`src/rtl/cgci_pkg.sv`:
```
`timescale 1ns / 1ps
// Package for the gap-compressed identity block: default sizes, CIGAR
// character codes and the command/status structs between controller and datapath.
// No dependencies.
package cgci_pkg;

	// default sizes, handed to the top level parameters
	localparam int COUNT_BITS_DEF = 32;
	localparam int FRAC_BITS_DEF  = 16;

	// fixed port field widths
	localparam int CHAR_W  = 8;
	localparam int TOTAL_W = 32;
	localparam int IDENT_W = 17;

	// CIGAR character codes
	localparam logic [CHAR_W-1:0] CH_EQ  = 8'h3D; // '='
	localparam logic [CHAR_W-1:0] CH_X   = 8'h58; // 'X'
	localparam logic [CHAR_W-1:0] CH_D   = 8'h44; // 'D'
	localparam logic [CHAR_W-1:0] CH_I   = 8'h49; // 'I'
	localparam logic [CHAR_W-1:0] CH_0   = 8'h30; // '0'
	localparam logic [CHAR_W-1:0] CH_9   = 8'h39; // '9'
	localparam int                RADIX  = 10;

	// controller to datapath
	typedef struct packed {
		logic accept;    // input word taken this cycle
		logic prep;      // load divider from final counts
		logic iter;      // one restoring divide step
		logic load_out;  // capture result, clear counts
	} cgci_cmd_t;

	// datapath to controller
	typedef struct packed {
		logic last_iter; // divider is on its final step
		logic out_free;  // output register can take a word
	} cgci_sts_t;

endpackage

```
`src/rtl/cgci_ctrl.sv`:
```
`timescale 1ns / 1ps
// Controller for the gap-compressed identity block: sequences character
// intake, the divide and the result hand-off. Depends on cgci_pkg.
module cgci_ctrl
	import cgci_pkg::*;
(
	input  logic      clk,
	input  logic      arst_n,
	input  logic      in_valid,
	input  logic      last_char,
	output logic      in_stall,
	input  cgci_sts_t sts,
	output cgci_cmd_t cmd
);

	typedef enum logic [1:0] {
		ST_RUN,
		ST_PREP,
		ST_DIV,
		ST_DONE
	} state_t;

	state_t state_q;

	// state register
	always_ff @(posedge clk or negedge arst_n) begin
		if (!arst_n) begin
			state_q <= ST_RUN;
		end else begin
			case (state_q)
				ST_RUN: begin
					if (in_valid && last_char) state_q <= ST_PREP;
				end
				ST_PREP: state_q <= ST_DIV;
				ST_DIV: begin
					if (sts.last_iter) state_q <= ST_DONE;
				end
				ST_DONE: begin
					if (sts.out_free) state_q <= ST_RUN;
				end
				default: state_q <= ST_RUN;
			endcase
		end
	end

	// command decode
	always_comb begin
		cmd          = '0;
		cmd.accept   = (state_q == ST_RUN) && in_valid;
		cmd.prep     = (state_q == ST_PREP);
		cmd.iter     = (state_q == ST_DIV);
		cmd.load_out = (state_q == ST_DONE) && sts.out_free;
	end

	// characters are only taken while streaming
	assign in_stall = (state_q != ST_RUN);

endmodule

```
`src/rtl/cgci_dp.sv`:
```
`timescale 1ns / 1ps
// Datapath for the gap-compressed identity block: run length and saturating
// counters, bit-serial restoring divider and output register. Depends on cgci_pkg.
module cgci_dp
	import cgci_pkg::*;
#(
	parameter int COUNT_BITS = COUNT_BITS_DEF,
	parameter int FRAC_BITS  = FRAC_BITS_DEF
) (
	input  logic               clk,
	input  logic               arst_n,
	input  logic [CHAR_W-1:0]  char_code,
	input  cgci_cmd_t          cmd,
	output cgci_sts_t          sts,
	output logic               out_valid,
	input  logic               out_stall,
	output logic [IDENT_W-1:0] identity_q16,
	output logic [TOTAL_W-1:0] match_total,
	output logic [TOTAL_W-1:0] mismatch_total,
	output logic [TOTAL_W-1:0] gap_run_total,
	output logic               empty_denominator,
	output logic               overflowed
);

	localparam int CB   = COUNT_BITS;
	localparam int DW   = COUNT_BITS + 2;              // denominator width
	localparam int QW   = FRAC_BITS + 1;               // quotient incl. integer bit
	localparam int EW   = (QW > IDENT_W) ? QW : IDENT_W;
	localparam int TW   = (CB > TOTAL_W) ? CB : TOTAL_W;
	localparam int CNTW = $clog2(FRAC_BITS);
	localparam logic [CB-1:0] CMAX = {CB{1'b1}};

	logic [CB-1:0]        run_q, match_q, mism_q, gap_q;
	logic                 sat_q;
	logic [DW-1:0]        den_q, rem_q;
	logic [FRAC_BITS-1:0] quo_q;
	logic [CNTW-1:0]      cnt_q;
	logic                 full_q, empty_q;
	logic                 out_valid_q;

	// digit step: run*10 + d, by shift and add
	logic [CB+3:0] run_x10;
	logic          is_digit;
	always_comb begin
		run_x10  = ({4'd0, run_q} << 3) + ({4'd0, run_q} << 1)
			+ (CB+4)'(char_code - CH_0);
		is_digit = char_code inside {[CH_0:CH_9]};
	end

	// saturating adds
	logic [CB:0] match_sum, mism_sum, gap_sum;
	assign match_sum = {1'b0, match_q} + {1'b0, run_q};
	assign mism_sum  = {1'b0, mism_q} + {1'b0, run_q};
	assign gap_sum   = {1'b0, gap_q} + (CB+1)'(1);

	// divider step
	logic [DW:0] rem_x2;
	logic        ge;
	assign rem_x2 = {rem_q, 1'b0};
	assign ge     = (rem_x2 >= {1'b0, den_q});

	// count state
	always_ff @(posedge clk or negedge arst_n) begin
		if (!arst_n) begin
			run_q   <= '0;
			match_q <= '0;
			mism_q  <= '0;
			gap_q   <= '0;
			sat_q   <= 1'b0;
		end else if (cmd.load_out) begin
			run_q   <= '0;
			match_q <= '0;
			mism_q  <= '0;
			gap_q   <= '0;
			sat_q   <= 1'b0;
		end else if (cmd.accept) begin
			if (is_digit) begin
				if (run_x10 > (CB+4)'(CMAX)) begin
					run_q <= CMAX;
					sat_q <= 1'b1;
				end else begin
					run_q <= run_x10[CB-1:0];
				end
			end else begin
				run_q <= '0;
				case (char_code)
					CH_EQ: begin
						match_q <= match_sum[CB] ? CMAX : match_sum[CB-1:0];
						if (match_sum[CB]) sat_q <= 1'b1;
					end
					CH_X: begin
						mism_q <= mism_sum[CB] ? CMAX : mism_sum[CB-1:0];
						if (mism_sum[CB]) sat_q <= 1'b1;
					end
					CH_D, CH_I: begin
						gap_q <= gap_sum[CB] ? CMAX : gap_sum[CB-1:0];
						if (gap_sum[CB]) sat_q <= 1'b1;
					end
					default: ;
				endcase
			end
		end
	end

	// divider: load, then one quotient bit a cycle
	always_ff @(posedge clk) begin
		if (cmd.prep) begin
			den_q   <= DW'(match_q) + DW'(mism_q) + DW'(gap_q);
			rem_q   <= DW'(match_q);
			quo_q   <= '0;
			cnt_q   <= '0;
			empty_q <= (match_q == '0) && (mism_q == '0) && (gap_q == '0);
			full_q  <= (mism_q == '0) && (gap_q == '0);
		end else if (cmd.iter) begin
			rem_q <= ge ? DW'(rem_x2 - {1'b0, den_q}) : rem_x2[DW-1:0];
			quo_q <= {quo_q[FRAC_BITS-2:0], ge};
			cnt_q <= cnt_q + CNTW'(1);
		end
	end

	assign sts.last_iter = (cnt_q == CNTW'(FRAC_BITS - 1));
	assign sts.out_free  = !out_valid_q || !out_stall;

	// result value before masking
	logic [QW-1:0] ident_full;
	logic [EW-1:0] ident_ext;
	logic [TW-1:0] m_ext, x_ext, g_ext;
	always_comb begin
		if (empty_q)     ident_full = '0;
		else if (full_q) ident_full = QW'(1) << FRAC_BITS;
		else             ident_full = {1'b0, quo_q};
		ident_ext = EW'(ident_full);
		m_ext     = TW'(match_q);
		x_ext     = TW'(mism_q);
		g_ext     = TW'(gap_q);
	end

	// output register
	always_ff @(posedge clk or negedge arst_n) begin
		if (!arst_n) begin
			out_valid_q <= 1'b0;
		end else if (cmd.load_out) begin
			out_valid_q <= 1'b1;
		end else if (!out_stall) begin
			out_valid_q <= 1'b0;
		end
	end

	always_ff @(posedge clk) begin
		if (cmd.load_out) begin
			identity_q16      <= ident_ext[IDENT_W-1:0];
			match_total       <= m_ext[TOTAL_W-1:0];
			mismatch_total    <= x_ext[TOTAL_W-1:0];
			gap_run_total     <= g_ext[TOTAL_W-1:0];
			empty_denominator <= empty_q;
			overflowed        <= sat_q;
		end
	end

	assign out_valid = out_valid_q;

endmodule

```
`src/rtl/cigar_gap_compressed_identity_top.sv`:
```
`timescale 1ns / 1ps
// Gap-compressed identity of an extended CIGAR string, top level.
// Usage:
//   Input channel (in_valid / in_stall): one CIGAR character per word,
//   char_code plus last_char marking the final character of the string.
//   Characters are taken one per cycle while the string streams in.
//   Output channel (out_valid / out_stall): one result word per string with
//   identity_q16 = match/(match+mismatch+gaps) in fixed point, the three
//   totals, empty_denominator and overflowed.
// Sequencing:
//   After the last character is taken, the input stalls while the
//   denominator is formed, the bit-serial restoring divider runs and
//   the output register is loaded. All other characters are taken
//   without a stall.
// Stall: the output register holds its word while out_stall is high; the
//   next string streams in meanwhile, and its final load waits for the
//   output register to free up.
// Reset: arst_n clears all counts, the saturation flag and out_valid.
// Depends on cgci_pkg, cgci_ctrl and cgci_dp.
module cigar_gap_compressed_identity_top
	import cgci_pkg::*;
#(
	parameter int COUNT_BITS = COUNT_BITS_DEF,
	parameter int FRAC_BITS  = FRAC_BITS_DEF
) (
	input  logic               clk,
	input  logic               arst_n,
	input  logic               in_valid,
	output logic               in_stall,
	input  logic [CHAR_W-1:0]  char_code,
	input  logic               last_char,
	output logic               out_valid,
	input  logic               out_stall,
	output logic [IDENT_W-1:0] identity_q16,
	output logic [TOTAL_W-1:0] match_total,
	output logic [TOTAL_W-1:0] mismatch_total,
	output logic [TOTAL_W-1:0] gap_run_total,
	output logic               empty_denominator,
	output logic               overflowed
);

	cgci_cmd_t cmd;
	cgci_sts_t sts;

	// sequencing
	cgci_ctrl u_ctrl (
		.clk       (clk),
		.arst_n    (arst_n),
		.in_valid  (in_valid),
		.last_char (last_char),
		.in_stall  (in_stall),
		.sts       (sts),
		.cmd       (cmd)
	);

	// counters, divider, output register
	cgci_dp #(
		.COUNT_BITS (COUNT_BITS),
		.FRAC_BITS  (FRAC_BITS)
	) u_dp (
		.clk               (clk),
		.arst_n            (arst_n),
		.char_code         (char_code),
		.cmd               (cmd),
		.sts               (sts),
		.out_valid         (out_valid),
		.out_stall         (out_stall),
		.identity_q16      (identity_q16),
		.match_total       (match_total),
		.mismatch_total    (mismatch_total),
		.gap_run_total     (gap_run_total),
		.empty_denominator (empty_denominator),
		.overflowed        (overflowed)
	);

endmodule

```
`config.mk`:
```
export PLATFORM = sky130hd
export DESIGN_NAME = cigar_gap_compressed_identity_top
export DESIGN_NICKNAME = d
export VERILOG_FILES = /design/src/rtl/cgci_pkg.sv /design/src/rtl/cgci_ctrl.sv /design/src/rtl/cgci_dp.sv /design/src/rtl/cigar_gap_compressed_identity_top.sv
export SDC_FILE = /design/constraint.sdc
export NUM_CORES = 1
export LEC_CHECK = 0
export ABC_AREA = 0
export ABC_CLOCK_PERIOD_IN_PS = 5800
export BUFFER_PORTS_ARGS = -buffer_cell sky130_fd_sc_hd__buf_2
export CAP_MARGIN = 20
export CORE_AREA = 8 8 212 214
export CTS_CLUSTER_SIZE = 10
export DETAILED_ROUTE_END_ITERATION = 7
export DIE_AREA = 0 0 220 222
export HOLD_SLACK_MARGIN = 0.1
export PLACE_DENSITY = 0.76
export SYNTH_ARGS = -nofsm -noshare
export SYNTH_HDL_FRONTEND = slang
export SYNTH_SLANG_ARGS = --single-unit
```
`constraint.sdc`:
```
create_clock -name clk -period 5.8 [get_ports clk]
set_input_delay 0.29 -clock clk [delete_from_list [all_inputs] [get_ports clk]]
set_output_delay 0.29 -clock clk [all_outputs]
set_load 0.03 [all_outputs]
```
==> flow_summary_export.csv <==
group,metric,value,unit
setup_path,cpPeakStageDelay,510,ps
worst_hold_path,hp-start,"char_code[0]",
power,p_sw_share,39.8,%
final_layout,syn_to_final_growth,10.6,%
setup_path,timing.rr.start,"u_dp.m_ext[1]",
floorplanning,die_h,222,um
sta,period_needed,5480,ps
sta,drv_slew,0,
placed_design,detailed_place_hpwl,51900,um
yosys,synth.distinct_cells,88,
final_layout,nFillCells,3426,
power,max-vdd-ir-drop,0.000250,V
yosys,ys_warn_count,0,
power,p_per_area,385,nW/um^2
grt,gr-total-overflow,0,
detailed_routing,first_iter_violations,1622,
final_layout,drive_gt1_share,9.40,%
placed_design,place_congestion,0.930,
yosys,synth_edf_count,183,
clock_tree,cts_htree_levels,2,
placed_design,dp_cells,3151,
setup_path,critical_path_required,6070,ps
yosys,syn_avg_cell_area,9.40,sq um
yosys,ys_seq_area_share,38.7,%
job,cap_violations,0,
sta,fmax,182,MHz
setup_path,reg2reg_slack,320,ps
floorplanning,die-area,48800,sq um
clock_tree,root_buffer,"clkbuf_16",
power,p_int,6.12,mW
yosys,synth_area_leaders,"edfxtp_1, dfrtp_1, ha_1",
worst_hold_path,whs_endpoint,"u_dp.run_q[0]",
run_status,status,"completed",
detailed_routing,remaining_drc_errors,0,
sta,tns,0,ps
sta,period_share,94.5,%
sta,worstMarginPinSlew,1130,ps
setup_path,rr_endpoint,"u_dp.den_q[31]",
sta,rsz0062_at_grt,"false",
detailed_routing,detail-route-antenna-nets,0,
detailed_routing,wl_per_cell,20.9,um
yosys,synth.net_count,2797,
final_layout,finalNonFillerCells,3231,
final_layout,fin_nets,2917,
clock_tree,clockBufferDepth,3,
power,p_seq_share,34.7,%
detailed_routing,drtPass1Iterations,5,
clock_tree,cts_tree,"yes",
sta,final_hold_viol_count,0,
setup_path,worst-path-buf-inv,0,
setup_path,r2r_cells,21,
grt,antenna_found_initial,1,
detailed_routing,wl,67600,um
worst_hold_path,holdPathStages,3,
setup_path,critPathArrivalTime,5750,ps
setup_path,worstSetupPathType,"flop to flop",
grt,grt_max_degree,84,
detailed_routing,via_count,20300,
detailed_routing,vias_per_cell,6.28,
floorplanning,initial_core_util,57.6,%
power,leakage,12.0,nW
sta,slew_headroom,24.3,%
clock_tree,cts_buffers,41,
worst_hold_path,hp-class,"input port to flop",
clock_tree,cts_setup_buffers,0,
clock_tree,clk_pin_slew,50,ps
floorplanning,ios,130,
power,power.switching,4.05,mW
setup_path,critPathMaxFanout,8,
floorplanning,core,41500,sq um
placed_design,port_buffers,129,
yosys,yosysTopAreaCell,"edfxtp_1",
power,pwr-share-comb,42.2,%
yosys,ys_ff_latch,337,
yosys,async_flop_share,39.2,%
setup_path,critPathLaunchType,"flop",
floorplanning,die_w,220,um
clock_tree,clock_latency,550,ps
setup_path,cp_top_family,"compound AO/OA/AOI/OAI gates",
setup_path,worstPathCellList,"fa_1 > a21oi_1 > o211a_1 > o21ai_0 > o211ai_1 > nand2_1 > a41o_1 > a21o_1 > a21oi_1 > xnor2_1 > ha_1 > and4_1 > nand2_1 > or4b_1 > nand3_1 > a2111oi_1 > o31ai_1 > a22oi_2 > a211o_1 > nand3_1 > nor3_1",
yosys,syn_area,23900,sq um
grt,grt_pass1_vias,19900,
yosys,ys.flop_type,"edfxtp_1",
sta,skew,30.0,ps
floorplanning,rows,75,
setup_path,endpoint_kind,"flop",
sta,setup_viol,0,
grt,grt_pass1_wl,108000,um
yosys,yosysTopAreaCellShare,23.0,%
power,clkPwrFrac,23.2,%
clock_tree,clock-sinks,337,
grt,grt_usage,27.4,%
yosys,syn_inst,2539,
setup_path,worst_setup_path_startpoint,"u_dp.m_ext[1]",
setup_path,slowest_stage,"dfrtp_1",
[final cells by class]
type,instances,area [sq um],area share [%]
multi-input combinational,2009,14000,52.8
sequential,337,9240,35.0
clock buffer,71,1190,4.51
timing repair buffer,159,910,3.44
tap,539,674,2.55
inverter,111,419,1.59
clock inverter,4,26.3,0.0995
antenna,1,2.50,0.00947
[metrics by stage]
step / total power [mW] / instance area (sq um) / utilization [%] / hold slack [ps] / setup WS (ps)
floorplan: 6.63 / 23900 / - / -5.59 / 317
global placement: 7.74 / 25100 / 60.6 / 278 / 332
detailed placement: 7.82 / 25100 / 60.6 / 281 / 237
CTS: 10.2 / 26400 / 63.6 / 129 / 222
global route: 10.8 / 26400 / 63.7 / 151 / 69.5
finish: 10.2 / 26400 / 63.7 / 154 / 321
[power by group through the flow]
stage	combinational, mW	sequential (mW)	clock [mW]
after floorplan	2.81	3.82	0
after global placement	4.19	3.55	0
after global routing	4.73	3.57	2.48
after detailed placement	4.26	3.56	0
final	4.29	3.53	2.36
after CTS	4.30	3.52	2.39
[worst reg2reg max path: cells and delay by family, from the launching register on]
family | cells | cell delay (ps)
adders and majority gates | 2 | 880
DFF | 1 | 510
AOI/OAI and AO/OA | 11 | 2410
xor gates and xnor gates | 1 | 90
and+or+nand+nor | 7 | 1340
[metal layers]
metal	share of wire, %	up-vias	GRT usage [%]
li1	-	9690	-
met1	43	9749	36.5
met2	47	706	44.9
met3	6.2	146	3.38
met4	3.8	0	10.3
met5	0	-	0
[synth_stat cells (45+ instances only)]
| library cell | number |
|---|---|
| inv_1 | 110 |
| a31oi_1 | 45 |
| dfrtp_1 | 132 |
| edfxtp_1 | 183 |
| nor2_1 | 194 |
| xor2_1 | 55 |
| nand3_1 | 55 |
| a21oi_1 | 258 |
| xnor2_1 | 100 |
| clkbuf_1 | 68 |
| nand2_1 | 215 |
| o21ai_0 | 244 |
| ha_1 | 209 |
| a21o_1 | 81 |
[worst max path at each step]
stage                           to  slack (ps)  cells past startpoint
finish              u_dp.den_q[31]         320                     21
global route        u_dp.den_q[31]          70                     22
CTS                 u_dp.den_q[31]         220                     22
detailed placement  u_dp.den_q[31]         240                     22
global placement    u_dp.den_q[31]         330                     22
floorplan               u_dp.sat_q         320                     14
[what timing repair did]
action                     in CTS  in global routing
hold endpoints to repair       57                  0
resized for setup               0                  5
setup endpoints to repair       0                  2
hold buffers                    2                  0
[cell families (layout without fill, tap and decap cells)]
| kind of cell | after synthesis | count (layout) | share of synthesized area, % |
|---|---|---|---|
| fa+ha+maj | 245 | 245 | 14.0 |
| simple gates | 696 | 696 | 13.8 |
| mux | 43 | 43 | 1.83 |
| buf+inv | 193 | 345 | 3.15 |
| xor+xnor | 155 | 155 | 5.69 |
| flops | 337 | 337 | 38.7 |
| other cells | 0 | 1 | 0 |
| compound gates | 870 | 870 | 22.8 |
[registers in the layout, summed over array words and instances, names as in the netlist, 16 cells and up]
| name | cells |
|---|---|
| u_dp.m_ext | 32 |
| u_dp.identity_q16 | 17 |
| u_dp.match_total | 32 |
| u_dp.mismatch_total | 32 |
| u_dp.mism_q | 32 |
| u_dp.den_q | 34 |
| u_dp.quo_q | 16 |
| u_dp.run_q | 32 |
| u_dp.rem_q | 34 |
| u_dp.gap_run_total | 32 |
| u_dp.g_ext | 32 |
[layout by cell type, fill, tap and decap left out, types with 34 or more instances in the layout]
cell type  instances
dfrtp_1          132
a21oi_1          257
edfxtp_1         183
xnor2_1          100
inv_1            110
a21o_1            81
o21ai_0          242
xor2_1            55
mux2i_1           37
buf_2            128
nor4_1            34
nor2_1           193
ha_1             207
fa_1              36
a31oi_1           45
clkbuf_16         43
nand3_1           55
nand2_1          215
(Power assumes the default switching activity.)
